[src/hw/rtl/jtg_pkg.sv]
// ----------------------------------------------------------------------------
// jtg_pkg
// Shared types, constants and the control store of the Julian to Gregorian
// date converter.
// ----------------------------------------------------------------------------
`timescale 1ns / 1ps
`default_nettype none

package jtg_pkg;

    localparam int YEAR_W  = 14;
    localparam int MONTH_W = 4;
    localparam int DAY_W   = 5;
    localparam int OFF_W   = 8;
    localparam int PC_W    = 4;

    // floor(x / 100) == (x * 5243) >> 19 for every 14-bit x
    localparam int RECIP_W     = 13;
    localparam int RECIP_SHIFT = 19;
    localparam int PROD_W      = 27;
    localparam logic [RECIP_W-1:0] RECIP_100 = 13'd5243;
    localparam logic [6:0] CENTURY = 7'd100;

    localparam logic [MONTH_W-1:0] MONTH_JAN = 4'd1;
    localparam logic [MONTH_W-1:0] MONTH_FEB = 4'd2;
    localparam logic [MONTH_W:0]   MONTH_MAX = 5'd12;
    localparam logic [DAY_W-1:0]   LEAP_DAY  = 5'd29;
    localparam logic [DAY_W-1:0]   FIRST_DAY = 5'd1;

    typedef enum logic [3:0] {
        OP_NONE,
        OP_LOAD,      // take the input word
        OP_MUL_PREV,  // q <= (year - 1) / 100
        OP_CENT,      // off <= centuries not divisible by 400
        OP_MUL_YEAR,  // q <= year / 100
        OP_ADJ,       // late-date correction, minus one, leap flag
        OP_LEAP,      // leap flag only
        OP_DAY,       // advance one day
        OP_EMIT       // load output register
    } op_t;

    typedef enum logic [2:0] {
        C_NEVER,
        C_ALWAYS,
        C_NO_IN,
        C_OFF_ZERO,
        C_NO_CARRY,
        C_OUT_BUSY,
        C_OUT_FREE
    } cond_t;

    // next pc: jcond ? target : (scond ? pc : pc + 1)
    typedef struct packed {
        op_t              op;
        cond_t            jcond;
        cond_t            scond;
        logic [PC_W-1:0]  target;
    } ctrl_word_t;

    localparam logic [PC_W-1:0] STEP_IDLE = 4'd0;
    localparam logic [PC_W-1:0] STEP_DAY  = 4'd5;
    localparam logic [PC_W-1:0] STEP_EMIT = 4'd8;

    function automatic ctrl_word_t ucode(input logic [PC_W-1:0] pc);
        ctrl_word_t w;
        w = '{op: OP_NONE, jcond: C_ALWAYS, scond: C_NEVER, target: STEP_IDLE};
        case (pc)
            4'd0: w = '{op: OP_LOAD,     jcond: C_NEVER,    scond: C_NO_IN,
                        target: STEP_IDLE};
            4'd1: w = '{op: OP_MUL_PREV, jcond: C_NEVER,    scond: C_NEVER,
                        target: STEP_IDLE};
            4'd2: w = '{op: OP_CENT,     jcond: C_NEVER,    scond: C_NEVER,
                        target: STEP_IDLE};
            4'd3: w = '{op: OP_MUL_YEAR, jcond: C_NEVER,    scond: C_NEVER,
                        target: STEP_IDLE};
            4'd4: w = '{op: OP_ADJ,      jcond: C_NEVER,    scond: C_NEVER,
                        target: STEP_IDLE};
            4'd5: w = '{op: OP_DAY,      jcond: C_OFF_ZERO, scond: C_NO_CARRY,
                        target: STEP_EMIT};
            4'd6: w = '{op: OP_MUL_YEAR, jcond: C_NEVER,    scond: C_NEVER,
                        target: STEP_IDLE};
            4'd7: w = '{op: OP_LEAP,     jcond: C_ALWAYS,   scond: C_NEVER,
                        target: STEP_DAY};
            4'd8: w = '{op: OP_EMIT,     jcond: C_OUT_FREE, scond: C_OUT_BUSY,
                        target: STEP_IDLE};
            default: w = '{op: OP_NONE,  jcond: C_ALWAYS,   scond: C_NEVER,
                           target: STEP_IDLE};
        endcase
        return w;
    endfunction

    // Gregorian month length; months outside 1..12 have length zero
    function automatic logic [DAY_W-1:0] month_len(input logic [MONTH_W-1:0] mo,
                                                   input logic leap);
        logic [DAY_W-1:0] len;
        case (mo) inside
            4'd1, 4'd3, 4'd5, 4'd7, 4'd8, 4'd10, 4'd12: len = 5'd31;
            4'd4, 4'd6, 4'd9, 4'd11:                    len = 5'd30;
            4'd2:                                       len = leap ? 5'd29 : 5'd28;
            default:                                    len = 5'd0;
        endcase
        return len;
    endfunction

endpackage

`default_nettype wire

[src/hw/rtl/julian_to_gregorian_date.sv]
// ----------------------------------------------------------------------------
// julian_to_gregorian_date
// Converts a Julian calendar date to the same day in the Gregorian calendar.
// ----------------------------------------------------------------------------
// Usage:
//   Input channel (in_valid/in_ready) takes one word: julian_year,
//   julian_month, julian_day. Output channel (out_valid/out_ready) returns
//   one word per input: greg_year, greg_month, greg_day.
//   A small microcoded sequencer runs each word: a step counter reads a
//   control word from a ROM that drives one shared 14x13 multiplier (for
//   /100 by reciprocal) and a day-advance unit.
//   The day loop advances the date by offset days, where offset = centuries
//   below the year not divisible by 400, minus one, plus one for a date past
//   February 28 in such a century year (74 for year 9999). It advances one
//   day per cycle, but a year carry detours through the year and leap steps.
//   One word is in work at a time; in_ready is high only at the idle step,
//   so a new word is taken only after the last has left the emit step.
//   The result sits in an output register; the next word is accepted while
//   it waits, and the sequencer only holds at its final step if the
//   previous result has not yet been taken.
//   Reset (rst_n low, asynchronous) returns the sequencer to idle and drops
//   out_valid.
// ----------------------------------------------------------------------------
`timescale 1ns / 1ps
`default_nettype none

module julian_to_gregorian_date (
    input  wire                              clk,
    input  wire                              rst_n,
    input  wire                              in_valid,
    output logic                             in_ready,
    input  wire  [jtg_pkg::YEAR_W-1:0]       julian_year,
    input  wire  [jtg_pkg::MONTH_W-1:0]      julian_month,
    input  wire  [jtg_pkg::DAY_W-1:0]        julian_day,
    output logic                             out_valid,
    input  wire                              out_ready,
    output logic [jtg_pkg::YEAR_W-1:0]       greg_year,
    output logic [jtg_pkg::MONTH_W-1:0]      greg_month,
    output logic [jtg_pkg::DAY_W-1:0]        greg_day
);

    localparam int YW = jtg_pkg::YEAR_W;
    localparam int MW = jtg_pkg::MONTH_W;
    localparam int DW = jtg_pkg::DAY_W;
    localparam int OW = jtg_pkg::OFF_W;
    localparam int PW = jtg_pkg::PC_W;

    // sequencer
    logic [PW-1:0]        pc_reg, pc_next;
    jtg_pkg::ctrl_word_t  ctrl;
    logic                 jump, stay;

    // datapath
    logic [YW-1:0]  yr_reg, yr_next;
    logic [MW-1:0]  mo_reg, mo_next;
    logic [DW-1:0]  dd_reg, dd_next;
    logic [OW-1:0]  off_reg, off_next;
    logic [OW-1:0]  q_reg, q_next;
    logic           leap_reg, leap_next;
    logic           out_valid_reg, out_valid_next;
    logic [YW-1:0]  oy_reg, oy_next;
    logic [MW-1:0]  om_reg, om_next;
    logic [DW-1:0]  od_reg, od_next;

    logic [YW-1:0]  mul_a;
    logic [jtg_pkg::PROD_W-1:0] prod;
    logic           cent_hit, leap_now, late_date, adj;
    logic [OW:0]    adj_sum;
    logic [DW-1:0]  len;
    logic [DW:0]    day_inc;
    logic [MW:0]    mo_step;
    logic           roll, carry, off_zero, out_free;

    assign ctrl     = jtg_pkg::ucode(pc_reg);
    assign off_zero = (off_reg == '0);
    assign out_free = !out_valid_reg || out_ready;

    // shared reciprocal multiplier
    assign mul_a = (ctrl.op == jtg_pkg::OP_MUL_PREV) ? yr_reg - YW'(1) : yr_reg;
    assign prod  = jtg_pkg::PROD_W'(mul_a) * jtg_pkg::PROD_W'(jtg_pkg::RECIP_100);

    // q_reg holds year / 100 during the adjust and leap steps
    assign cent_hit  = ({1'b0, yr_reg} == (YW+1)'(q_reg) * (YW+1)'(jtg_pkg::CENTURY));
    assign leap_now  = cent_hit ? (q_reg[1:0] == 2'd0) : (yr_reg[1:0] == 2'd0);
    assign late_date = (mo_reg > jtg_pkg::MONTH_FEB) ||
                       (mo_reg == jtg_pkg::MONTH_FEB && dd_reg == jtg_pkg::LEAP_DAY);
    assign adj       = cent_hit && (q_reg[1:0] != 2'd0) && late_date;
    assign adj_sum   = {1'b0, off_reg} + (OW+1)'(adj);

    // one-day advance
    assign len     = jtg_pkg::month_len(mo_reg, leap_reg);
    assign day_inc = {1'b0, dd_reg} + (DW+1)'(1);
    assign roll    = day_inc > {1'b0, len};
    assign mo_step = roll ? {1'b0, mo_reg} + (MW+1)'(1) : {1'b0, mo_reg};
    assign carry   = mo_step > jtg_pkg::MONTH_MAX;

    function automatic logic cond_true(input jtg_pkg::cond_t c, input logic inv,
                                       input logic offz, input logic cy,
                                       input logic ofree);
        logic r;
        case (c)
            jtg_pkg::C_NEVER:    r = 1'b0;
            jtg_pkg::C_ALWAYS:   r = 1'b1;
            jtg_pkg::C_NO_IN:    r = !inv;
            jtg_pkg::C_OFF_ZERO: r = offz;
            jtg_pkg::C_NO_CARRY: r = !cy;
            jtg_pkg::C_OUT_BUSY: r = !ofree;
            jtg_pkg::C_OUT_FREE: r = ofree;
            default:             r = 1'b0;
        endcase
        return r;
    endfunction

    assign jump = cond_true(ctrl.jcond, in_valid, off_zero, carry, out_free);
    assign stay = cond_true(ctrl.scond, in_valid, off_zero, carry, out_free);

    always_comb
    begin
        pc_next        = jump ? ctrl.target : (stay ? pc_reg : pc_reg + PW'(1));
        in_ready       = (ctrl.op == jtg_pkg::OP_LOAD);
        yr_next        = yr_reg;
        mo_next        = mo_reg;
        dd_next        = dd_reg;
        off_next       = off_reg;
        q_next         = q_reg;
        leap_next      = leap_reg;
        oy_next        = oy_reg;
        om_next        = om_reg;
        od_next        = od_reg;
        out_valid_next = out_valid_reg && !out_ready;

        case (ctrl.op)
            jtg_pkg::OP_LOAD:
            begin
                if (in_valid)
                begin
                    yr_next = julian_year;
                    mo_next = julian_month;
                    dd_next = julian_day;
                end
            end
            jtg_pkg::OP_MUL_PREV, jtg_pkg::OP_MUL_YEAR:
            begin
                q_next = prod[jtg_pkg::RECIP_SHIFT +: OW];
            end
            jtg_pkg::OP_CENT:
            begin
                // year zero has no offset; the wrapped year - 1 is ignored
                off_next = (yr_reg == '0) ? '0 : q_reg - {2'b00, q_reg[OW-1:2]};
            end
            jtg_pkg::OP_ADJ:
            begin
                off_next  = (adj_sum == '0) ? '0 : OW'(adj_sum - (OW+1)'(1));
                leap_next = leap_now;
            end
            jtg_pkg::OP_LEAP:
            begin
                leap_next = leap_now;
            end
            jtg_pkg::OP_DAY:
            begin
                if (!off_zero)
                begin
                    off_next = off_reg - OW'(1);
                    dd_next  = roll ? jtg_pkg::FIRST_DAY : day_inc[DW-1:0];
                    mo_next  = carry ? jtg_pkg::MONTH_JAN : mo_step[MW-1:0];
                    yr_next  = carry ? yr_reg + YW'(1) : yr_reg;
                end
            end
            jtg_pkg::OP_EMIT:
            begin
                if (out_free)
                begin
                    oy_next        = yr_reg;
                    om_next        = mo_reg;
                    od_next        = dd_reg;
                    out_valid_next = 1'b1;
                end
            end
            default:
            begin
            end
        endcase
    end

    always_ff @(posedge clk or negedge rst_n)
    begin
        if (!rst_n)
        begin
            pc_reg        <= jtg_pkg::STEP_IDLE;
            out_valid_reg <= 1'b0;
        end
        else
        begin
            pc_reg        <= pc_next;
            out_valid_reg <= out_valid_next;
        end
    end

    always_ff @(posedge clk)
    begin
        yr_reg   <= yr_next;
        mo_reg   <= mo_next;
        dd_reg   <= dd_next;
        off_reg  <= off_next;
        q_reg    <= q_next;
        leap_reg <= leap_next;
        oy_reg   <= oy_next;
        om_reg   <= om_next;
        od_reg   <= od_next;
    end

    assign out_valid  = out_valid_reg;
    assign greg_year  = oy_reg;
    assign greg_month = om_reg;
    assign greg_day   = od_reg;

`ifndef SYNTHESIS
    // a real day step always leaves a day in 1..31 and a month in 1..12
    assert property (@(posedge clk) disable iff (!rst_n)
        (ctrl.op == jtg_pkg::OP_DAY && !off_zero) |=> (dd_reg != '0))
        else $error("day register zero after day step");

    assert property (@(posedge clk) disable iff (!rst_n)
        (ctrl.op == jtg_pkg::OP_DAY && !off_zero) |=>
            (mo_reg != '0 && {1'b0, mo_reg} <= jtg_pkg::MONTH_MAX))
        else $error("month out of range after day step");

    // the loop leaves the day step only once the offset is used up
    assert property (@(posedge clk) disable iff (!rst_n)
        (ctrl.op == jtg_pkg::OP_DAY && pc_next == jtg_pkg::STEP_EMIT) |-> off_zero)
        else $error("day loop left with offset remaining");

    // an unaccepted result is never overwritten
    assert property (@(posedge clk) disable iff (!rst_n)
        (out_valid_reg && !out_ready) |=> ($stable(oy_reg) && $stable(om_reg)
                                           && $stable(od_reg)))
        else $error("pending result overwritten");
`endif

endmodule

`default_nettype wire
[config.mk]
export PLATFORM = sky130hd
export DESIGN_NAME = julian_to_gregorian_date
export DESIGN_NICKNAME = d
export VERILOG_FILES = /design/src/hw/rtl/jtg_pkg.sv /design/src/hw/rtl/julian_to_gregorian_date.sv
export SDC_FILE = /design/constraint.sdc
export NUM_CORES = 1
export LEC_CHECK = 0
export BUFFER_PORTS_ARGS = -buffer_cell sky130_fd_sc_hd__buf_2
export CORE_MARGIN = 4
export CORE_UTILIZATION = 65
export DETAILED_ROUTE_END_ITERATION = 10
export PLACE_DENSITY_LB_ADDON = 0.05
export SKIP_CTS_REPAIR_TIMING = 1
export SLEW_MARGIN = 40
export SYNTH_ARGS = -nofsm -noshare
export SYNTH_HDL_FRONTEND = slang
export SYNTH_SLANG_ARGS = --single-unit
[constraint.sdc]
create_clock -name clk -period 15.1 [get_ports clk]
set_input_delay 0.755 -clock clk [delete_from_list [all_inputs] [get_ports clk]]
set_output_delay 0.755 -clock clk [all_outputs]
set_load 0.005 [all_outputs]
# --- Yosys cells after proc, flatten, opt, wreduce, memory -nomap -nowiden ---
# Memory sizes are Yosys's and may differ from the RTL's.
# Cells that the tools add are included.
totals:
  mem_count: 1
  rom_bits: 208
  regBits: 68
  ramBits: 0
  output_inout_bits: 25
  latchBits: 0
  in_bits: 27
  word_cells: 120
op_classes:
  muxes: 29
  n_addsub: 9
  n_reduce_logical: 27
  mul: 2
  eq_ne: 38
  n_lt_le_gt_ge: 3
  n_div: 0
  n_shift: 0
  bitwise_logic: 0
mem_list:
  columns: ["name", "depth", "word_bits", "read_ports", "rd_ports_with_merged_regs", "write_ports", "line", "text"]
  rows:
  - ["(no name shown)", 16, 13, 1, 0, 0, "jtg_pkg.sv:67", "case (pc)"]
op_table:
  columns: ["operator", "n"]
  rows:
  - ["two-way mux 14 bit", 4]
  - ["two-way mux 5 bit", 7]
  - ["== test 4 x 3 -> 1 bit (second input constant)", 8]
  - ["one-hot mux 14 bit (2 select lines)", 1]
  - ["multiplier 14 x 13 -> 27 bit (second input constant)", 1]
  - ["== test 4 bit (second input constant)", 6]
  - ["two-way mux 8 bit", 3]
  - ["one-hot mux 8 bit (3 select lines)", 1]
  - ["two-way mux 4 bit", 5]
  - ["== test 3 bit (second input constant)", 6]
  - ["== test 4 x 2 -> 1 bit (second input constant)", 4]
  - ["subtractor 8 x 1 -> 8 bit (second input constant)", 2]
  - ["== test 14 x 15 -> 1 bit", 1]
  - ["adder 14 x 1 -> 14 bit (second input constant)", 1]
  - ["logical NOT 14 bit", 1]
  - ["subtractor 14 x 1 -> 14 bit (second input constant)", 1]
  - ["multiplier 8 x 5 -> 13 bit (second input constant)", 1]
  - ["== test 3 x 2 -> 1 bit (second input constant)", 4]
  - ["one-hot mux 1 bit (6 select lines)", 2]
  - ["one-hot mux 5 bit (2 select lines)", 1]
  - ["adder 8 x 1 -> 9 bit", 1]
  - ["logical NOT 9 bit", 1]
  - ["== test 4 x 1 -> 1 bit (second input constant)", 2]
  - ["logical NOT 8 bit", 1]
  - ["24 further kinds", 43]

# --- Logic depth before layout (Yosys ltp) ---
# Gate-level depths: netlist of run 1.
logic_depth:
  word_depth: 11
  mapped_depth: 28
  depth_no_buf: 27

# --- Worst setup path after synthesis of run 1 ---
# OpenSTA, ideal clock, no wires.
synth_timing:
  kind: "register to register"
  from: "register pc_reg[0]"
  to: "register q_reg[7], data pin"
  path_buffers: 1
  setup_time_ps: 260
  path_stages_with_launch: 26
  period_less_slack_ps: 7107
  path_slack_ps: 7993
  t_required_ps: 14840
  arrival_time_ps: 6847
  cell_sequence: "dfrtp_1 -> buf_6 -> inv_1 -> ha_1 -> and2b_1 -> a21oi_2 -> nor3_2 -> and3_1 -> nand2_2 -> or4b_4 -> xnor2_1 -> fa_1 -> ha_1 -> fa_1 -> fa_1 -> inv_1 -> fa_1 -> inv_1 -> ha_1 -> a21o_1 -> a21o_1 -> a21oi_1 -> o31ai_1 -> or3b_2 -> a31oi_1 -> xnor2_1"
synth_between:
  elab_chain_cells: 4
synth_rtl:
  columns: ["item", "line", "text"]
  rows:
  - ["start: declaration", "julian_to_gregorian_date.sv:49", "logic [PW-1:0] pc_reg, pc_next;"]
  - ["start signal: assignment", "julian_to_gregorian_date.sv:190", "pc_reg <= jtg_pkg::STEP_IDLE;"]
  - ["start signal: assignment", "julian_to_gregorian_date.sv:195", "pc_reg <= pc_next;"]
  - ["memory (16 x 13 bit)", null, null]
  - ["== test 4 x 2 -> 1 bit", "julian_to_gregorian_date.sv:79", "assign mul_a = (ctrl.op == jtg_pkg::OP_MUL_PREV) ? yr_reg - YW'(1) : yr_reg;"]
  - ["two-way mux 14 bit", "julian_to_gregorian_date.sv:79", null]
  - ["multiplier 14 x 13 -> 27 bit", "julian_to_gregorian_date.sv:80", "assign prod = jtg_pkg::PROD_W'(mul_a) * jtg_pkg::PROD_W'(jtg_pkg::RECIP_100);"]
  - ["named net prod (one bit)", "julian_to_gregorian_date.sv:66", "logic [jtg_pkg::PROD_W-1:0] prod;"]
  - ["end signal: assignment", "julian_to_gregorian_date.sv:206", "q_reg <= q_next;"]
  - ["end: declaration", "julian_to_gregorian_date.sv:58", "logic [OW-1:0] q_reg, q_next;"]
# The timed path passes the listed nets, and every way through them passes these cells.
# A chain may end at the register's enable or synchronous reset.

# --- Worst setup path in the final report of run 1 ---
layout_timing:
  from: "register pc_reg[0]"
  to: "register q_reg[5], data pin"
# Same word-level chain as after synthesis.

==> results of run 1 <==
routing by layer:
metal / track usage (%) / vias to the layer above / wire length, um
met5: 0 / - / 0
met4: 8.097 / 0 / 371
met3: 4.632 / 30 / 1042
met2: 48.12 / 164 / 9804
met1: 34.86 / 3180 / 8180
li1: - / 3122 / -
cells in the mapped netlist, drive strengths merged, types with 5 or more instances:
cell type	n
a21oi	26
nor4	5
edfxtp	63
a21o	15
ha	155
a31oi	8
nand3	26
nor3	11
nand2b	8
nor2	34
and3	12
o31ai	7
dfrtp	5
xnor2	53
xor2	31
fa	67
nand2	66
o21ai	32
nand4	9
buf	9
inv	150
nor2b	7
nand3b	5
clkbuf	20
a211oi	5
layout make-up:
cell class / instances / area [sq um] / area share [%]
multi-input cells: 647 / 6041 / 64.03
clock buffers: 9 / 225.2 / 2.387
clock inverters: 7 / 75.07 / 0.7958
flip-flops and latches: 68 / 2017 / 21.38
repair buffers: 56 / 292.8 / 3.103
inverters: 150 / 563.0 / 5.968
well taps: 176 / 220.2 / 2.334
stage by stage:
| stage | hold slack, ns | std cells | setup WS [ns] | area (sq um) | util [%] |
|---|---|---|---|---|---|
| 2_1_floorplan | 0.4244 | 894 | 7.993 | 8725 | - |
| 3_3_place_gp | 0.4784 | 1097 | 7.360 | 9097 | 68.97 |
| 3_5_place_dp | 0.4891 | 1097 | 7.139 | 9105 | 69.03 |
| 4_1_cts | 0.2258 | 1113 | 7.113 | 9405 | 71.31 |
| 5_1_grt | 0.2308 | 1113 | 6.681 | 9434 | 71.52 |
| 6_report | 0.2369 | 1113 | 7.369 | 9434 | 71.52 |
logic make-up after synthesis:
logic type,after synthesis,synth area share (%)
muxes,1,0.1147
buffers and inverters,179,8.088
xor gates and xnor gates,84,8.433
DFF,68,23.12
AOI/OAI and AO/OA,136,10.76
adders and majority gates,222,37.60
and+or+nand+nor,204,11.89
worst paths after layout:
path / startpoint / endpoint / slack (ns) / cells past startpoint
max in group asynchronous: rst_n / pc_reg[1]$_DFFE_PN0P_ / 14.72 / 1
min in group clk: dd_reg[4]$_DFFE_PP_ / greg_day[4]$_DFFE_PP_ / 0.50 / 0
max reg2reg: pc_reg[0]$_DFFE_PN0P_ / q_reg[5]$_DFFE_PP_ / 7.37 / 24
min: rst_n / out_valid$_DFF_PN0_ / 0.24 / 1
min reg2reg: dd_reg[4]$_DFFE_PP_ / greg_day[4]$_DFFE_PP_ / 0.50 / 0
max: pc_reg[0]$_DFFE_PN0P_ / q_reg[5]$_DFFE_PP_ / 7.37 / 24
cell usage in the layout (no fill, tap or decap), types with 5 or more instances in the layout:
| cell type | n |
|---|---|
| nor2_1 | 33 |
| nand2b_1 | 8 |
| nand2_1 | 65 |
| nand4_1 | 9 |
| o31ai_1 | 6 |
| nor2b_1 | 7 |
| o21ai_0 | 31 |
| xor2_1 | 31 |
| a21oi_1 | 25 |
| dfrtp_1 | 5 |
| xnor2_1 | 49 |
| nand3b_1 | 5 |
| clkbuf_16 | 9 |
| fa_1 | 67 |
| inv_1 | 150 |
| nor3_1 | 10 |
| and3_1 | 11 |
| a31oi_1 | 7 |
| a211oi_1 | 5 |
| edfxtp_1 | 63 |
| ha_1 | 155 |
| buf_2 | 51 |
| nand3_1 | 25 |
| buf_4 | 5 |
| a21o_1 | 15 |
==> metrics.md, run 1 <==
| Metric | Value |
|---|---|
| Post-synth top area share | `about 22%` |
| Die width | `~120 um` |
| Min Tclk post-route | `7.731 ns` |
| Die area | `about 15,000 sq um` |
| WP buf/inv | `3` |
| Mapped Cells | `slightly below 900` |
| # setup viols final | `0` |
| Cell Chain, Critical Path | `inv_1, ha_1, and2b_1, a21oi_2, nor3_2, and2_1, nand2_1, or4_1, xnor2_1, ha_1, fa_1, fa_1, inv_1, fa_1, inv_1, fa_1, ha_1, a21oi_1, o21ai_0, a311oi_1, o31ai_1, nor3_1, or4b_1, nand3_1` |
| Die Y | `~120 um` |
| Worst-Margin Slew | `just under 0.8 ns` |
| Post-synth EDFFs | `between 60 and 70` |
| Status | `finished clean` |
| Via total after detailed routing | `~6.5k` |
| Mapped Area | `8725 sq um` |
| Layout Nets | `roughly 1.2k` |
| GR Overflow Total | `0` |
| Iter 0 DRT Violations | `450` |
| Clock Root Buffer | `clkbuf_16` |
| Total Wirelength | `between 15,000 and 20,000 um` |
| CTS tree | `done` |
| Worst skew pair latency | `0.34 ns` |
| Worst path arrival time | `roughly 8 ns` |
| Top post-synthesis cells by area | `ha_1, edfxtp_1, fa_1` |
| RePlAce Congestion | `0.9199` |
| Synthesized net count | `~1.1k` |
| Residual DRC count | `0` |
| FILL cells | `around 1k` |
| Post-synth top flop | `edfxtp_1` |
| YS warnings | `0` |
| Kind of critical path | `flop to flop` |
| Pin count of the biggest net entering global routing | `45` |
| Setup tns final | `0 ns` |
| HPWL Detailed | `~16,000 um` |
| I/O pins | `between 50 and 60` |
| Maximum capacitance violations | `0` |
| Via/cell ratio | `5.836` |
| Final Hold Violating Endpoints | `0` |
| Antenna Nets Post-Route | `0` |
| DR WL/cell | `~17 um` |
| Vias in the first global route | `6,862` |
| Final period utilization | `between 50% and 60%` |
| Initial core utilization | `roughly 66%` |
| Slew HR | `between 40 and 50%` |
| CTS buffer count | `9` |
| Antenna violations before repair | `0` |
| CTS H-tree lvls | `3` |
| Crit-path leading delay family | `adder cells` |
| CORE AREA | `~13,000 sq um` |
| Worst min path class | `input pin to asynchronous set/reset pin` |
| RSZ-0062 raised after global routing | `no` |
| Most used cell, CP | `fa_1` |
| Cell taking the most area after synthesis | `ha_1` |
| First-pass GRT wire length | `roughly 33,000 um` |
| Post-synthesis sequential area ratio | `roughly 23%` |
| Crit path required time | `around 15 ns` |
| Worst Setup End Kind | `flop` |
| Asr flop ratio synth | `7.353%` |
| Crit Path Max Fanout | `14` |
| Area growth syn-to-layout | `8.131%` |
| Clock transition at path regs | `roughly 0.06 ns` |
| Largest stage delay on the critical path | `slightly below 0.7 ns` |
| Row count | `42` |
| Yosys cell types | `74` |
| Diode count | `0` |
| 1st-pass router iterations | `5` |
| I/O Buffers | `a little over 50` |
| Layout cells sized above 1 | `10.25%` |
| All-layer global routing usage | `~27%` |
| Synth Register Bits | `approximately 70` |
| Slew Limit Fails | `0` |
| Fmax | `around 130 MHz` |
| Bufs on Longest Clock Path | `2` |
| Clock sink count | `68` |
| Worst Setup Start Kind | `flop` |
| Mean Syn Cell Area | `~10 sq um` |
| Setup Skew | `between 0.01 and 0.015 ns` |
| CP max-delay cell | `o31ai_1` |
Power of run 1 is not shown: default switching activity piles up to over one toggle a cycle in this logic, so the estimate is an artifact.
==> inputs of run 2 (changes only) <==
- CORE_UTILIZATION: 65 -> 57
- clock period: 15.1 -> 6.29 ns (I/O delays scaled with it)
==> metrics.md, run 2 (synthesis gave the netlist of run 1 again) <==
| Metric | Value |
|---|---|
| WP buf/inv | `7 (+4)` |
| Endpoint, Worst Hold | `mo_reg[0]$_DFFE_PP_` |
| Most used cell, CP | `fa_1` |
| Worst-Margin Slew | `0.7958 ns (+0.01939 ns)` |
| I/O pins | `52 (unchanged)` |
| Worst min path class | `input pin to flop` |
| All-layer global routing usage | `24.49% (-3.0 points)` |
| Clock Root Buffer | `clkbuf_16` |
| Worst Setup Start Kind | `flop` |
| Setup Skew | `0.007668 ns (-0.003260 ns)` |
| Worst path arrival time | `6.64 ns (-1.30 ns)` |
| Iter 0 DRT Violations | `360 (-20%)` |
| Pin count of the biggest net entering global routing | `45 (unchanged)` |
| RePlAce Congestion | `0.9463 (+2.9%)` |
| CTS buffer count | `9 (unchanged)` |
| Bufs on Longest Clock Path | `2 (unchanged)` |
| Commonest cells after routing, fill and taps aside | `inv_1, ha_1, buf_4` |
| CORE AREA | `14,750 sq um (+12%)` |
| Vias in the first global route | `6,850 (-0.17%)` |
| R2r startpoint | `pc_reg[0]$_DFFE_PN0P_` |
| Kind of critical path | `flop to flop` |
| Residual DRC count | `0 (unchanged)` |
| Placed cell area | `9818 sq um (+7.8%)` |
| Crit Path Max Fanout | `4 (-10)` |
| Status | `complete, but fails checks` |
| Largest stage delay on the critical path | `0.57 ns (-0.12 ns)` |
| DR WL/cell | `17.90 um (+2.7%)` |
| Clock transition at path regs | `0.06 ns (about the same)` |
| Area growth syn-to-layout | `20.11%` |
| Min Tclk post-route | `6.441 ns (-1.290 ns)` |
| I/O Buffers | `51 (unchanged)` |
| Final Hold Violating Endpoints | `0 (unchanged)` |
| HP Start | `julian_month[0]` |
| Slew HR | `46.95% (-0.85 points)` |
| GR Overflow Total | `0 (unchanged)` |
| RSZ-0062 raised after global routing | `yes` |
| R2r worst-path depth | `27 (+13%)` |
| WHS Path Cells | `3` |
| Failing checks | `negative setup slack` |
| Worst skew pair latency | `0.33 ns (about the same)` |
| CTS tree | `done` |
| Layout cells sized above 1 | `22.32% (+12 points)` |
| FILL cells | `1,133 (+13%)` |
| Fmax | `155.3 MHz (+20%)` |
| Antenna Nets Post-Route | `0 (unchanged)` |
| 1st-pass router iterations | `5 (unchanged)` |
| CTS H-tree lvls | `3 (unchanged)` |
| First-pass GRT wire length | `34,460 um (+4.6%)` |
| Via/cell ratio | `5.758 (-1.3%)` |
| Crit path required time | `6.49 ns (-8.82 ns)` |
| R2R Setup Slk | `-0.15 ns (-7.52 ns)` |
| Crit-path leading delay family | `adder cells` |
| Slew Limit Fails | `0 (unchanged)` |
| Maximum capacitance violations | `0 (unchanged)` |
| CP max-delay cell | `fa_1` |
| Via total after detailed routing | `6,915 (+6.5%)` |
| Worst Setup End Kind | `flop` |
| Diode count | `0 (unchanged)` |
| Reg2Reg Capture Point | `q_reg[5]$_DFFE_PP_` |
| # setup viols final | `4 (+4)` |
| Setup WS post-layout | `-0.1508 ns (-7.520 ns)` |
| HPWL Detailed | `17,540 um (+8.4%)` |
| Clock sink count | `68 (unchanged)` |
| Most common cell after layout, fill and taps aside | `inv_1` |
| Die Y | `131.7 um (+6.4%)` |
| Die width | `131.7 um (+6.4%)` |
| Die area | `17,350 sq um (+13%)` |
| Setup tns final | `-0.2276 ns (-0.2276 ns)` |
| Layout Nets | `1,261 (+6.8%)` |
| Antenna violations before repair | `0 (unchanged)` |
| Final period utilization | `102.4% (+51 points)` |
| Total Wirelength | `21,490 um (+11%)` |
| Initial core utilization | `59.13% (-7.0 points)` |
| Row count | `44 (+4.8%)` |
| Post-route cell area | `10,480 sq um (+11%)` |
run 2: area by class of cell:
class	instances	area [sq um]	share of cell area [%]
multi-input cells	647	6456	61.61
repair buffers	136	914.6	8.728
well taps	184	230.2	2.197
inverters	150	565.5	5.397
clock buffers	10	229.0	2.185
flip-flops and latches	68	2019	19.27
clock inverters	6	63.81	0.6090
run 2: metrics by stage:
stage	hold slack, ns	instances	setup WS, ns	utilization, %
after global routing	0.2638	1201	-0.3392	71.02
after floorplan	0.01891	894	-0.1020	-
after CTS	-0.2082	1193	-0.2601	68.53
after detailed placement	0.1416	1177	-0.2272	66.55
final	0.2430	1201	-0.1508	71.02
after global placement	0.1415	1177	-0.1163	66.55
run 2: per-layer routing:
| layer | global-route usage [%] | wire (um) |
|---|---|---|
| met1 | 33.47 | 9516 |
| met2 | 40.92 | 10340 |
| met3 | 2.943 | 1054 |
| met4 | 7.818 | 581 |
| met5 | 0 | 0 |
run 2: worst max-delay path by stage:
| stage | to | cells after the start | slack [ns] | from |
|---|---|---|---|---|
| floorplan | q_reg[7]$_DFFE_PP_ | 26 | -0.10 | pc_reg[0]$_DFFE_PN0P_ |
| global placement | q_reg[5]$_DFFE_PP_ | 25 | -0.12 | pc_reg[0]$_DFFE_PN0P_ |
| detailed placement | q_reg[5]$_DFFE_PP_ | 25 | -0.23 | pc_reg[0]$_DFFE_PN0P_ |
| CTS | q_reg[5]$_DFFE_PP_ | 25 | -0.26 | pc_reg[0]$_DFFE_PN0P_ |
| global route | q_reg[5]$_DFFE_PP_ | 27 | -0.34 | pc_reg[0]$_DFFE_PN0P_ |
| finish | q_reg[5]$_DFFE_PP_ | 27 | -0.15 | pc_reg[0]$_DFFE_PN0P_ |
run 2: worst min-delay path, stage by stage:
cell and delay [ns]:
buf_2 0.08, nand2_1 0.04, nand2_1 0.04
Power of run 2 is left out for the same reason.
